<file path="src/rtl/core/hst_ram.sv">
`default_nettype none
// ----------------------------------------------------------------------------
// hst_ram
// Generic single write port, single read port RAM with a registered read.
// ----------------------------------------------------------------------------
module hst_ram #(
    parameter int unsigned WIDTH = 8,
    parameter int unsigned DEPTH = 16
) (
    input  wire                      aclk,
    input  wire                      we,
    input  wire [$clog2(DEPTH)-1:0]  waddr,
    input  wire [WIDTH-1:0]          wdata,
    input  wire [$clog2(DEPTH)-1:0]  raddr,
    output logic [WIDTH-1:0]         rdata
);

    logic [WIDTH-1:0] mem [DEPTH];

    always_ff @(posedge aclk) begin
        if (we) begin
            mem[waddr] <= wdata;
        end
        rdata <= mem[raddr];
    end

endmodule
`default_nettype wire

</file>
<file path="config.mk">
export PLATFORM = sky130hd
export DESIGN_NAME = hst_ram
export DESIGN_NICKNAME = d
export VERILOG_FILES = /design/src/rtl/core/hst_ram.sv
export SDC_FILE = /design/constraint.sdc
export NUM_CORES = 1
export LEC_CHECK = 0
export BUFFER_PORTS_ARGS = -buffer_cell sky130_fd_sc_hd__buf_2
export CAP_MARGIN = 20
export CORE_MARGIN = 5
export CORE_UTILIZATION = 45
export DETAILED_ROUTE_END_ITERATION = 10
export PLACE_DENSITY = 0.67
export RECOVER_POWER = 50
export SYNTH_ARGS = -nofsm -noshare
export SYNTH_HDL_FRONTEND = slang
export SYNTH_SLANG_ARGS = --single-unit
</file>
<file path="constraint.sdc">
create_clock -name aclk -period 2.3 [get_ports aclk]
set_input_delay 0.23 -clock aclk [delete_from_list [all_inputs] [get_ports aclk]]
set_output_delay 0.23 -clock aclk [all_outputs]
set_load 0.02 [all_outputs]
</file>
# Word-level counts from Yosys, hierarchy flattened
# Memories as Yosys holds them, arrays and structs flattened. A register that Yosys moved wholly into a read port is not among the register bits.
# Index checks and enable logic that the tools add are counted.
# totals
register_bits	0
latchBits	0
ramBits	128
rom_bits	0
input_bits	18
out_inout_bits	8
n_memories	1
# classes
add_sub_neg	0
mul	0
n_div	0
magnitude_cmp	0
n_eq_ne	0
shift	0
mux	2
bitwise	0
n_reduce_logical	0
# memory_table
name	depth	width	read_ports	rd_clocked_by_memory_dff	wr	line_no	text
mem	16	8	1	1	1	18	logic [WIDTH-1:0] mem [DEPTH];
# ops
op	n
$mux 1	2

# Logic depth before layout (Yosys ltp)
# depth
word_depth	2
ltp_mapped	5
mapped_depth_nobuf	3

# Worst setup path before layout
# No wires, ideal clock.
# synth_timing
path_kind	input-to-reg
start	in waddr[2]
end	mem mem[0][0], enable pin
setup_ps	383
t_arrival_ps	1340
t_required_ps	1917
path_slack_ps	577
stages	2
path_buffers	0
path_cell_list	or3b_2 > nor3_1
# synth_rtl
element	line_no	text
start, declared	12	input wire [$clog2(DEPTH)-1:0] waddr,
end, declared	18	
# No word-level cell before the write port.

==> flow_summary.ini <==
[setup_path]
cp.arrival_ps = 1760
required_ps = 2560
max_stage_delay_ps = 570
crit_type = primary input to flop
r2r-start = mem[1][0]$_DFFE_PP_
crit_start = raddr[0]
reg2reg_to = rdata[0]$_DFF_P_
cp.buffers_inverters = 2
path_cells = buf_2, buf_12, mux4_1, a22oi_1, nand2_1
path_max_fanout = 25
worstSetupEndpointType = flop
cp-start-kind = primary input
cp_top_family = multiplexers
slowest_stage = mux4_1
reg2reg_slack_ps = 860
r2r.worst_path.cells = 3

[die]
die_area_mm2 = 0.0137
die_w_um = 117
pin_count = 26
initial_core_util_pct = 45.5
coreArea_mm2 = 0.0113
floorplan.rows = 39
dieHeight_um = 117

[place]
dp_hpwl_um = 6320
place_ws_ps = 425
gp_congestion = 0.758
numPortBuffers = 25

[route]
first_pass_iters = 4
met2_wirelength_um = 4730
drc = 0
initialDrtViolationCount = 116
wl_met1_um = 4420
ant_nets = 0
dr_total_vias = 2461
wl_per_cell_um = 22.5
wl_um = 9910
wl_met3_um = 705
viasPerCell = 5.59
route.top_layer_used = met4

[synthesis]
synth_area_leader_cell = edfxtp_1
synth_top_area_share_pct = 74.7
ys_seq_area_share_pct = 77.8
synth_cell_types = 19
synth-seq-cells = 136
synth_cells = 229
syn_area_per_cell_um2 = 22.5
syn_area_mm2 = 0.00515
yosysWarningCount = 0
synth_area_leaders = edfxtp_1, mux4_2, mux4_1, dfxtp_1, a22oi_1
syn_nets = 247

[clock_network]
clk_path_buf_depth = 2
cts_sinks = 136
postCtsHoldBufs = 0
cts.clk_slew.worst_paths_ps = 50
htreeDepth = 4
cts_tree = built
cts_buffers = 17
cts_setup_buffers = 0
cts_resized = 0
cts-root-buf = clkbuf_16
insertion_delay_ps = 400

[global_route]
antenna_found_initial = 0
grt_max_degree = 26
grt_pass1_wl_um = 15400
grtUsageTotal_pct = 16.0
grt_overflow = 0
grt_pass1_vias = 2533

[timing]
period_needed_ps = 1500
slew_headroom_pct = 52.9
setup_violations = 0
worst_pin_slew_ps = 707
hold_viol = 0
final_max_slew_viol_count = 0
setup_tns_ps = 0
setup_slack_ps = 800
clock.fmax_ghz = 0.667
rsz0062_at_grt = no
fin_skew_ps = 6.69
fin_crit_sh_pct = 65.2
hold_slack_ps = 224

[finish]
diodes = 0
final_cell_mix = edfxtp_1, mux4_2, buf_4, clkbuf_16
drive_gt1_share_pct = 29.3
final_common_cell = edfxtp_1
nets = 302
syn2layout_area_growth_pct = 20.6
multiInputGateArea_mm2 = 0.00106
seqCellArea_mm2 = 0.00400
n_fill_cell = 874

[power]
max-vdd-ir-drop_mv = 0.665
p_leak_nw = 2.11
power_density_mw_per_mm2 = 983
power.total_mw = 6.11

[hold_path]
worstHoldPathType = primary input to flop
holdPathEnd = mem[0][4]$_DFFE_PP_
hp-start = waddr[0]
min_path_cells = 2

[run_status]
status = finished, final reports clean

[run]
drv_cap = 0
-- final cells by class --
class	instances	share of cell area, %
clock inverter	15	4.03
timing repair buffer	46	4.72
sequential	136	64.5
tap	143	2.88
clock buffer	17	6.85
multi-input combinational	83	17.0
-- sequential cells by signal, indices dropped and copies added, names as in the netlist --
register  count
mem         128
rdata         8
-- cell families (layout without fill, tap and decap cells) --
kind of cell	count (synthesis)	after routing	synth area share, %
AO/OA/AOI/OAI	16	16	2.33
multiplexers	32	32	15.0
buffers and inverters	10	78	1.68
AND/OR/NAND/NOR	35	35	3.18
flip-flops	136	136	77.8
-- worst max path at each step --
stage / to / slack [ps] / depth (start not counted)
5_1_grt: rdata[4]$_DFF_P_ / 750 / 5
3_3_place_gp: rdata[4]$_DFF_P_ / 430 / 5
3_5_place_dp: rdata[4]$_DFF_P_ / 420 / 5
2_1_floorplan: mem[0][0]$_DFFE_PP_ / 580 / 2
4_1_cts: rdata[4]$_DFF_P_ / 800 / 5
6_report: rdata[4]$_DFF_P_ / 800 / 5
-- Yosys cell counts --
cell	instances
buf_4	1
nand2_1	9
nor2_1	13
mux4_1	14
nand3b_1	2
nor3_1	4
nor2b_1	1
nand3_1	1
a22oi_1	16
and2b_1	1
or3b_2	1
mux4_2	18
clkdlybuf4s25_2	3
dfxtp_1	8
and2_1	1
buf_2	3
nand2b_1	2
buf_6	3
edfxtp_1	128
-- power by group --
group | switching [mW] | internal [mW]
clock | 1.00 | 2.04
sequential | 0.0175 | 2.77
combinational | 0.163 | 0.110
total | 1.18 | 4.92
-- through the flow --
step / utilization (%) / area (µm²) / instances
2_1_floorplan: - / 5150 / 229
5_1_grt: 54.8 / 6210 / 440
3_5_place_dp: 49.0 / 5550 / 408
4_1_cts: 55.0 / 6220 / 440
6_report: 54.8 / 6210 / 440
3_3_place_gp: 49.0 / 5550 / 408
-- per-layer routing --
layer / global-route usage [%] / up-vias
li1: - / 1084
met1: 23.2 / 1267
met2: 24.3 / 106
met3: 4.58 / 4
met4: 4.13 / 0
met5: 0 / -
No activity file was read; power rests on OpenSTA's default activity.
